$ cat src/hw/rtl/ftsm_pkg.sv
// ----------------------------------------------------------------------------
// ftsm_pkg
// Types and constants of the frame time stability monitor.
// ----------------------------------------------------------------------------
`default_nettype none

package ftsm_pkg;

    localparam int HISTORY_DEPTH_DEF = 60;
    localparam int FRAME_W           = 20;
    localparam int DROP_W            = 8;
    localparam int SAMPLES_W         = 6;
    localparam int MCAND_W           = 24;   // holds target * 11
    localparam int IN_TDATA_W        = 24;
    localparam int OUT_TDATA_W       = 40;
    localparam int MIN_SAMPLES       = 10;

    localparam logic [FRAME_W-1:0] TARGET_RESET    = 20'd16670;
    localparam logic [DROP_W-1:0]  MAX_DROPS_RESET = 8'd3;
    localparam logic [DROP_W-1:0]  DROP_SAT        = 8'hFF;

    // register select: paddr[2]
    localparam logic REG_TARGET    = 1'b0;
    localparam logic REG_MAX_DROPS = 1'b1;

    typedef enum logic {
        MODE_RECORD = 1'b0,
        MODE_CLEAR  = 1'b1
    } t_mode;

endpackage

`default_nettype wire

$ cat src/hw/rtl/frame_time_stability_monitor_top.sv
// ----------------------------------------------------------------------------
// frame_time_stability_monitor_top
// Sliding window frame time monitor with drop run and stability verdict.
// ----------------------------------------------------------------------------
// Each request on the input stream records one frame time (tuser = 0) or
// clears the window and drop run (tuser = 1), and yields exactly one result.
// The last HISTORY_DEPTH frame times sit in a RAM ring with a running sum.
// A request steps through EVICT, START, RUN and EMIT, where RUN holds
// while the bit-serial divider producing the average, one quotient bit
// per cycle over the window sum, runs. A new request is taken while a
// finished result still waits on the output. Registers: 0x0 target frame
// time (us, 20 bit), 0x4 largest drop run still judged stable (8 bit).
`default_nettype none

module frame_time_stability_monitor_top #(
    parameter int HISTORY_DEPTH = ftsm_pkg::HISTORY_DEPTH_DEF
) (
    input  wire logic                               i_clk,
    input  wire logic                               i_rst_n,
    // configuration
    input  wire logic                               psel,
    input  wire logic                               penable,
    input  wire logic                               pwrite,
    input  wire logic [2:0]                         paddr,
    input  wire logic [31:0]                        pwdata,
    output logic      [31:0]                        prdata,
    output logic                                    pready,
    // input stream
    input  wire logic                               i_s_tvalid,
    output logic                                    o_s_tready,
    input  wire logic [ftsm_pkg::IN_TDATA_W-1:0]    i_s_tdata,  // [19:0] frame_time_us
    input  wire logic [0:0]                         i_s_tuser,  // [0] mode
    // result stream
    output logic                                    o_m_tvalid,
    input  wire logic                               i_m_tready,
    // [19:0] average_frame_time_us, [27:20] consecutive_drop_count,
    // [28] frame_dropped, [29] rate_stable, [35:30] samples_held
    output logic      [ftsm_pkg::OUT_TDATA_W-1:0]   o_m_tdata
);

    localparam int FRAME_W = ftsm_pkg::FRAME_W;
    localparam int DROP_W  = ftsm_pkg::DROP_W;
    localparam int SMP_W   = ftsm_pkg::SAMPLES_W;
    localparam int CNT_W   = $clog2(HISTORY_DEPTH + 1);
    localparam int SLOT_W  = $clog2(HISTORY_DEPTH);
    localparam int SUM_W   = FRAME_W + CNT_W;
    localparam int P_W     = ftsm_pkg::MCAND_W + CNT_W;

    typedef enum logic [2:0] {
        ST_IDLE,
        ST_EVICT,
        ST_START,
        ST_RUN,
        ST_EMIT
    } t_state;

    t_state                r_state;
    logic [FRAME_W-1:0]    r_target;
    logic [DROP_W-1:0]     r_max_drops;
    logic [SLOT_W-1:0]     r_slot;
    logic [SLOT_W-1:0]     r_wr_addr;
    logic [CNT_W-1:0]      r_fill;
    logic [SUM_W-1:0]      r_sum;
    logic [DROP_W-1:0]     r_drop_run;
    logic                  r_dropped;
    logic                  r_evict;
    logic                  r_record;
    logic [FRAME_W-1:0]    r_frame;
    logic [P_W-1:0]        r_lhs;
    logic                  r_m_valid;
    logic [ftsm_pkg::OUT_TDATA_W-1:0] r_m_data;

    logic                  w_accept;
    logic                  w_cfg_wr;
    logic                  w_is_clear;
    logic [FRAME_W-1:0]    w_frame;
    logic [FRAME_W+1:0]    w_three_target;
    logic [FRAME_W+1:0]    w_two_frame;
    logic                  w_drop;
    logic [DROP_W-1:0]     n_drop_run;
    logic                  w_full;
    logic                  w_slot_last;
    logic [FRAME_W-1:0]    w_old;
    logic [ftsm_pkg::MCAND_W-1:0] w_mcand;
    logic [P_W-1:0]        w_lhs;
    logic                  w_done;
    logic [SUM_W-1:0]      w_quo;
    logic [P_W-1:0]        w_prod;
    logic [FRAME_W-1:0]    w_avg;
    logic                  w_stable;
    logic [CNT_W+SMP_W-1:0] w_fill_ext;
    logic                  w_out_free;

    always_comb begin
        w_accept       = i_s_tvalid && o_s_tready;
        w_cfg_wr       = psel && penable && pwrite && pready;
        w_is_clear     = (ftsm_pkg::t_mode'(i_s_tuser[0]) == ftsm_pkg::MODE_CLEAR);
        w_frame        = i_s_tdata[FRAME_W-1:0];
        // drop test: 2*frame > 3*target
        w_three_target = {2'b00, r_target} + {1'b0, r_target, 1'b0};
        w_two_frame    = {1'b0, w_frame, 1'b0};
        w_drop         = (w_two_frame > w_three_target);
        if (!w_drop) begin
            n_drop_run = '0;
        end else if (r_drop_run == ftsm_pkg::DROP_SAT) begin
            n_drop_run = r_drop_run;
        end else begin
            n_drop_run = r_drop_run + DROP_W'(1);
        end
        w_full      = (r_fill == CNT_W'(HISTORY_DEPTH));
        w_slot_last = (r_slot == SLOT_W'(HISTORY_DEPTH - 1));
        w_mcand     = {1'b0, r_target, 3'b000} + {3'b000, r_target, 1'b0}
                    + {4'b0000, r_target};
        w_lhs       = {1'b0, r_sum, 3'b000} + {3'b000, r_sum, 1'b0};
        w_avg       = (r_fill == '0) ? '0 : w_quo[FRAME_W-1:0];
        w_stable    = (r_fill < CNT_W'(ftsm_pkg::MIN_SAMPLES))
                    || ((r_lhs <= w_prod) && (r_drop_run <= r_max_drops));
        w_fill_ext  = {{SMP_W{1'b0}}, r_fill};
        w_out_free  = !r_m_valid || i_m_tready;
    end

    // history ring: old entry read on accept, new entry written in the EVICT state that follows
    ftsm_ram #(
        .WIDTH (FRAME_W),
        .DEPTH (HISTORY_DEPTH)
    ) u_ring (
        .i_clk   (i_clk),
        .i_we    ((r_state == ST_EVICT) && r_record),
        .i_waddr (r_wr_addr),
        .i_wdata (r_frame),
        .i_re    (w_accept),
        .i_raddr (r_slot),
        .o_rdata (w_old)
    );

    ftsm_serial_unit #(
        .HISTORY_DEPTH (HISTORY_DEPTH)
    ) u_serial (
        .i_clk      (i_clk),
        .i_rst_n    (i_rst_n),
        .i_start    (r_state == ST_START),
        .i_dividend (r_sum),
        .i_divisor  (r_fill),
        .i_mcand    (w_mcand),
        .o_done     (w_done),
        .o_quotient (w_quo),
        .o_product  (w_prod)
    );

    always_ff @(posedge i_clk) begin
        if (!i_rst_n) begin
            r_state     <= ST_IDLE;
            r_target    <= ftsm_pkg::TARGET_RESET;
            r_max_drops <= ftsm_pkg::MAX_DROPS_RESET;
            r_slot      <= '0;
            r_fill      <= '0;
            r_sum       <= '0;
            r_drop_run  <= '0;
            r_dropped   <= 1'b0;
            r_evict     <= 1'b0;
            r_record    <= 1'b0;
            r_m_valid   <= 1'b0;
        end else begin
            if (w_cfg_wr) begin
                case (paddr[2])
                    ftsm_pkg::REG_TARGET:    r_target    <= pwdata[FRAME_W-1:0];
                    ftsm_pkg::REG_MAX_DROPS: r_max_drops <= pwdata[DROP_W-1:0];
                    default: ;
                endcase
            end
            // EMIT reloads the output register on its own
            if (r_m_valid && i_m_tready && (r_state != ST_EMIT)) begin
                r_m_valid <= 1'b0;
            end
            case (r_state)
                ST_IDLE: begin
                    if (w_accept) begin
                        r_state <= ST_EVICT;
                        if (w_is_clear) begin
                            r_slot     <= '0;
                            r_fill     <= '0;
                            r_sum      <= '0;
                            r_drop_run <= '0;
                            r_dropped  <= 1'b0;
                            r_evict    <= 1'b0;
                            r_record   <= 1'b0;
                        end else begin
                            r_record   <= 1'b1;
                            r_frame    <= w_frame;
                            r_wr_addr  <= r_slot;
                            r_evict    <= w_full;
                            r_sum      <= r_sum + SUM_W'(w_frame);
                            r_slot     <= w_slot_last ? '0 : r_slot + SLOT_W'(1);
                            r_drop_run <= n_drop_run;
                            r_dropped  <= w_drop;
                            if (!w_full) begin
                                r_fill <= r_fill + CNT_W'(1);
                            end
                        end
                    end
                end
                ST_EVICT: begin
                    if (r_evict) begin
                        r_sum <= r_sum - SUM_W'(w_old);
                    end
                    r_state <= ST_START;
                end
                ST_START: begin
                    r_lhs   <= w_lhs;
                    r_state <= ST_RUN;
                end
                ST_RUN: begin
                    if (w_done) begin
                        r_state <= ST_EMIT;
                    end
                end
                ST_EMIT: begin
                    if (w_out_free) begin
                        r_m_valid <= 1'b1;
                        r_m_data  <= {4'b0000, w_fill_ext[SMP_W-1:0], w_stable,
                                      r_dropped, r_drop_run, w_avg};
                        r_state   <= ST_IDLE;
                    end
                end
                default: begin
                    r_state <= ST_IDLE;
                end
            endcase
        end
    end

    always_comb begin
        case (paddr[2])
            ftsm_pkg::REG_TARGET:    prdata = {12'd0, r_target};
            ftsm_pkg::REG_MAX_DROPS: prdata = {24'd0, r_max_drops};
            default:                 prdata = '0;
        endcase
    end

    assign pready     = 1'b1;
    assign o_s_tready = (r_state == ST_IDLE);
    assign o_m_tvalid = r_m_valid;
    assign o_m_tdata  = r_m_data;

endmodule

`default_nettype wire

$ cat src/hw/rtl/ftsm_ram.sv
// ----------------------------------------------------------------------------
// ftsm_ram
// Generic single write port, single read port RAM with registered read.
// ----------------------------------------------------------------------------
`default_nettype none

module ftsm_ram #(
    parameter int WIDTH = ftsm_pkg::FRAME_W,
    parameter int DEPTH = ftsm_pkg::HISTORY_DEPTH_DEF
) (
    input  wire logic                     i_clk,
    input  wire logic                     i_we,
    input  wire logic [$clog2(DEPTH)-1:0] i_waddr,
    input  wire logic [WIDTH-1:0]         i_wdata,
    input  wire logic                     i_re,
    input  wire logic [$clog2(DEPTH)-1:0] i_raddr,
    output logic      [WIDTH-1:0]         o_rdata
);

    logic [WIDTH-1:0] r_mem [DEPTH];

    always_ff @(posedge i_clk) begin
        if (i_we) begin
            r_mem[i_waddr] <= i_wdata;
        end
        if (i_re) begin
            o_rdata <= r_mem[i_raddr];
        end
    end

endmodule

`default_nettype wire

$ cat src/hw/rtl/ftsm_serial_unit.sv
// ----------------------------------------------------------------------------
// ftsm_serial_unit
// Bit-serial restoring divider (sum / count) with a shift-add multiplier
// (target*11 * count) running alongside, one bit per clock.
// ----------------------------------------------------------------------------
`default_nettype none

module ftsm_serial_unit #(
    parameter int HISTORY_DEPTH = ftsm_pkg::HISTORY_DEPTH_DEF
) (
    input  wire logic                                             i_clk,
    input  wire logic                                             i_rst_n,
    input  wire logic                                             i_start,
    input  wire logic [ftsm_pkg::FRAME_W+$clog2(HISTORY_DEPTH+1)-1:0] i_dividend,
    input  wire logic [$clog2(HISTORY_DEPTH+1)-1:0]               i_divisor,
    input  wire logic [ftsm_pkg::MCAND_W-1:0]                     i_mcand,
    output logic                                                  o_done,
    output logic [ftsm_pkg::FRAME_W+$clog2(HISTORY_DEPTH+1)-1:0]  o_quotient,
    output logic [ftsm_pkg::MCAND_W+$clog2(HISTORY_DEPTH+1)-1:0]  o_product
);

    localparam int CNT_W  = $clog2(HISTORY_DEPTH + 1);
    localparam int SUM_W  = ftsm_pkg::FRAME_W + CNT_W;
    localparam int P_W    = ftsm_pkg::MCAND_W + CNT_W;
    localparam int STEP_W = $clog2(SUM_W);

    logic              r_busy;
    logic              r_done;
    logic [STEP_W-1:0] r_step;
    logic [CNT_W-1:0]  r_rem;
    logic [CNT_W-1:0]  r_div;
    logic [SUM_W-1:0]  r_quo;     // dividend bits leave at the top, quotient enters below
    logic [P_W-1:0]    r_mcand;
    logic [CNT_W-1:0]  r_mplier;
    logic [P_W-1:0]    r_acc;

    logic [CNT_W:0]    w_trial;
    logic              w_fits;
    logic [CNT_W:0]    n_rem;
    logic [P_W-1:0]    n_acc;

    always_comb begin
        w_trial = {r_rem, r_quo[SUM_W-1]};
        w_fits  = (w_trial >= {1'b0, r_div});
        n_rem   = w_fits ? (w_trial - {1'b0, r_div}) : w_trial;
        n_acc   = r_mplier[0] ? (r_acc + r_mcand) : r_acc;
    end

    always_ff @(posedge i_clk) begin
        if (!i_rst_n) begin
            r_busy <= 1'b0;
            r_done <= 1'b0;
            r_step <= '0;
        end else begin
            r_done <= 1'b0;
            if (i_start) begin
                r_busy   <= 1'b1;
                r_step   <= STEP_W'(SUM_W - 1);
                r_rem    <= '0;
                r_div    <= i_divisor;
                r_quo    <= i_dividend;
                r_mcand  <= P_W'(i_mcand);
                r_mplier <= i_divisor;
                r_acc    <= '0;
            end else if (r_busy) begin
                r_rem    <= n_rem[CNT_W-1:0];
                r_quo    <= {r_quo[SUM_W-2:0], w_fits};
                r_acc    <= n_acc;
                r_mcand  <= {r_mcand[P_W-2:0], 1'b0};
                r_mplier <= {1'b0, r_mplier[CNT_W-1:1]};
                r_step   <= r_step - STEP_W'(1);
                if (r_step == '0) begin
                    r_busy <= 1'b0;
                    r_done <= 1'b1;
                end
            end
        end
    end

    assign o_done     = r_done;
    assign o_quotient = r_quo;
    assign o_product  = r_acc;

endmodule

`default_nettype wire

$ cat config.mk
export PLATFORM = sky130hd
export DESIGN_NAME = frame_time_stability_monitor_top
export DESIGN_NICKNAME = d
export VERILOG_FILES = /design/src/hw/rtl/ftsm_pkg.sv /design/src/hw/rtl/frame_time_stability_monitor_top.sv /design/src/hw/rtl/ftsm_ram.sv /design/src/hw/rtl/ftsm_serial_unit.sv
export SDC_FILE = /design/constraint.sdc
export NUM_CORES = 2
export LEC_CHECK = 0
export BUFFER_PORTS_ARGS = -buffer_cell sky130_fd_sc_hd__buf_2
export CAP_MARGIN = 5
export CORE_AREA = 2 2 471 473
export DETAILED_ROUTE_END_ITERATION = 10
export DIE_AREA = 0 0 473 475
export MAX_ROUTING_LAYER = met4
export PLACE_DENSITY = 0.49
export REMOVE_ABC_BUFFERS = 1
export SYNTH_ARGS = -nofsm -noshare
export SYNTH_HDL_FRONTEND = slang
export SYNTH_SLANG_ARGS = --single-unit
$ cat constraint.sdc
create_clock -name i_clk -period 6.49 [get_ports i_clk]
set_input_delay 0.9735 -clock i_clk [delete_from_list [all_inputs] [get_ports i_clk]]
set_output_delay 0.9735 -clock i_clk [all_outputs]
set_load 0.005 [all_outputs]
==> run_results.csv <==
group,metric,value,unit
run_status,status,"completed",
timing,clock_skew,63.8,ps
timing,setup_viol,0,
critical_path,crit_family,"compound AO/OA/AOI/OAI gates",
timing,slew_viol_final,0,
final_layout,multi_input_area,0.0203,sq mm
global_route,grt_pass1_wl,255000,um
yosys,netlist_instances,3892,
worst_hold_path,min_path_type,"in2reg",
die,dieArea,0.225,sq mm
clock_network,cts_resized,0,
route,route.met3.wl,11100,um
power_and_ir_drop,switching_share,0.233,
power_and_ir_drop,sequentialPowerShare,0.507,
die,die_y,475,um
timing,tightest_slew,1210,ps
yosys,ys_seq_area_frac,0.675,
timing,period_share,0.889,
die,initial_core_util,0.299,
clock_network,cts_hold_buf,0,
global_route,track_usage,0.160,
placed_design,dp_hpwl,104000,um
clock_network,cts-root-buf,"clkbuf_16",
route,drt_iter0_drc,3106,
yosys,syn_area_per_cell,16.8,sq um
yosys,yosys.cell_types.count,83,
clock_network,cts_setup_buffers,0,
critical_path,critPathLaunchType,"flop",
clock_network,clkSinkCount,1503,
timing,rsz0062_at_grt,"false",
critical_path,rr_startpoint,"r_target[2]",
worst_hold_path,min_from,"pwdata[14]",
critical_path,required,7190,ps
final_layout,num-fill-cells,20900,
critical_path,critPathKind,"reg2reg",
critical_path,crit_start,"r_target[2]",
yosys,synth_edf_count,1415,
global_route,grt_max_degree,117,
die,floorplan.io_pins,142,
global_route,grt_pass1_vias,36100,
clock_network,h-tree-depth,4,
final_layout,post-route-cell-area,0.0752,sq mm
critical_path,path_cells,"ha_1 -> a21o_1 -> a21oi_1 -> nor2b_1 -> o21a_1 -> o22a_1 -> a2111oi_0 -> o31ai_1 -> a31oi_1 -> o21bai_1 -> xnor2_1 -> ha_1 -> and4b_1 -> and4b_1 -> a31oi_1 -> nand3_1 -> a31oi_1 -> buf_4 -> a21oi_1 -> nor3_1",
yosys,ys_top_cells_by_area,"edfxtp_1 (65%), mux4_2 (13%), ha_1 (3.9%), dfxtp_1 (2.7%), nand2_1 (1.7%)",
global_route,overflow,0,
route,vias,35400,
timing,period_minus_slack,5770,ps
yosys,synth_area,0.0655,sq mm
job,cap_violations,0,
critical_path,slowest_delay,890,ps
power_and_ir_drop,p_per_area,283,mW/mm^2
timing,finalHoldViolCount,0,
power_and_ir_drop,ir_drop,0.000254,V
timing,fin_setup_tns,0,ps
die,die_w,473,um
yosys,synth_xor_area_frac,0.0148,
power_and_ir_drop,p_switching,4.96,mW
yosys,synth_most_common_cell,"edfxtp_1",
yosys,synth_common_cells,"edfxtp_1 (1415), mux4_2 (380), nand2_1 (291), nor2_1 (210), ha_1 (203)",
critical_path,cp_max_fo,9,
timing,fmax,173,MHz
power_and_ir_drop,clockPowerShare,0.419,
route,finalWirelength,176000,um
yosys,async_reset_ff_frac,0,
final_layout,seq_area,0.0443,sq mm
route,viasPerCell,4.99,
route,route.met2.wl,82500,um
power_and_ir_drop,combPwrFrac,0.075,
route,wl_met1,77700,um
critical_path,cp.arrival,6470,ps
clock_network,cts_buffer_depth,3,
critical_path,end_kind,"flop",
route,drt_drc_violations_left,0,
clock_network,clkLatencyLatePin,800,ps
route,ant_nets,0,
critical_path,crit_slowest_cell,"a31oi_1",
yosys,synth_compound_area_frac,0.0524,
yosys,synth_flop_cell,"edfxtp_1",
placed_design,port_buffers,106,
yosys,synth_top_area_frac,0.648,
route,wl_per_cell,24.7,um
final_layout,syn_to_final_growth,14.7,%
power_and_ir_drop,p_leak,24.5,nW
power_and_ir_drop,power.internal,16.3,mW
yosys,muxShareOfSynthArea,0.136,
placed_design,dpl_cell_area,0.0700,sq mm
global_route,antenna_found_initial,27,
yosys,synth_fa_ha_area_frac,0.0461,
clock_network,clk_pin_slew_worst_paths,60,ps
clock_network,cts_buffers,160,
yosys,yosysWarnings,0,
die,core_area,0.219,sq mm
timing,relSlewSlack,0.190,
route,first_pass_iters,6,
final_layout,fin_util,0.343,
critical_path,crit_buf_inv,1,
final_layout,drive_above_1_share,0.216,
yosys,synth_top_family_by_area,"multiplexers",
clock_network,cts_tree,"done",
yosys,yosysTopAreaCell,"edfxtp_1",
final_layout,layout.nets,4394,
placed_design,gp_congestion,0.791,
route,top_layer,"met4",
yosys,synthSimpleGateAreaFrac,0.0566,
critical_path,worst_path_most_repeated_cell,"a31oi_1",
die,rows,172,
yosys,ys_ff_latch,1503,
[final timing paths]
kind	endpoint	slack [ps]	depth (start not counted)
setup reg to reg	r_drop_run[6]	720	20
hold / removal	r_target[14]	410	3
setup / recovery	r_drop_run[6]	720	20
hold reg to reg	o_m_tdata[28]	460	0
[final cells by class]
cell class / instances / area share
inverters: 117 / 0.00584
repair buffers: 211 / 0.0187
well taps: 2871 / 0.0478
diodes: 13 / 0.000433
multi-input cells: 2107 / 0.271
clock inverters: 75 / 0.0115
clock buffers: 207 / 0.0562
flip-flops and latches: 1503 / 0.589
[registers in the layout (all words and copies together), names as in the netlist, 8 cells and up]
register and flops:
o_m_tdata 36, r_drop_run 8, r_frame 20, r_lhs 29, r_max_drops 8, r_sum 26, r_target 20, u_ring.o_rdata 20
u_ring.r_mem 1200, u_serial.o_product 30, u_serial.o_quotient 26, u_serial.r_mcand 30
[logic make-up (layout without fill, tap and decap cells)]
family / Yosys count / after routing
adder cells (fa/ha/maj): 227 / 227
buffers and inverters: 297 / 610
other: 2 / 30
AO/OA/AOI/OAI: 540 / 540
XOR/XNOR: 111 / 111
multiplexers: 415 / 415
AND/OR/NAND/NOR: 797 / 797
flip-flops: 1503 / 1503
[per-stage QoR]
| step | setup slack, ps | instances | hold WS, ps | total power, mW |
|---|---|---|---|---|
| floorplan | -7660 | 3727 | 408 | 12.2 |
| global placement | 830 | 6809 | 460 | 12.6 |
| detailed placement | 791 | 6809 | 464 | 12.6 |
| CTS | 758 | 7091 | 347 | 21.6 |
| global route | 277 | 7102 | 383 | 22.1 |
| finish | 719 | 7104 | 412 | 21.3 |
[power by group through the flow]
stage / logic (mW) / clock network [mW] / registers, mW
6_report: 1.59 / 8.92 / 10.8
5_1_grt: 1.78 / 9.52 / 10.8
4_1_cts: 1.61 / 9.16 / 10.8
3_5_place_dp: 1.60 / 0 / 11.0
3_3_place_gp: 1.60 / 0 / 11.0
2_1_floorplan: 1.20 / 0 / 11.0
[layout by cell type, fill, tap and decap left out, drive strengths merged, types with 88 or more instances in the layout]
master  netlist  layout
buf          63     211
nand2       291     291
nor2        210     210
edfxtp     1415    1415
o21ai       141     141
inv         116     119
mux4        380     380
clkbuf      117     207
dfxtp        88      88
ha          203     203
a21oi       152     152
[routing by layer]
layer  track usage  up-vias
met2         0.249      923
li1              -    15800
met3        0.0364      244
met5             -        -
met4        0.0440        0
met1         0.211    18400
[worst reg2reg max path, cell delays in order (launching register included)]
cell	delay (ps)
dfxtp_1	570
ha_1	340
a21o_1	170
a21oi_1	220
nor2b_1	80
o21a_1	190
o22a_1	220
a2111oi_0	840
o31ai_1	260
a31oi_1	230
o21bai_1	90
xnor2_1	140
ha_1	310
and4b_1	190
and4b_1	180
a31oi_1	180
nand3_1	120
a31oi_1	890
buf_4	290
a21oi_1	60
nor3_1	130
No activity file was read; power rests on OpenSTA's default activity.
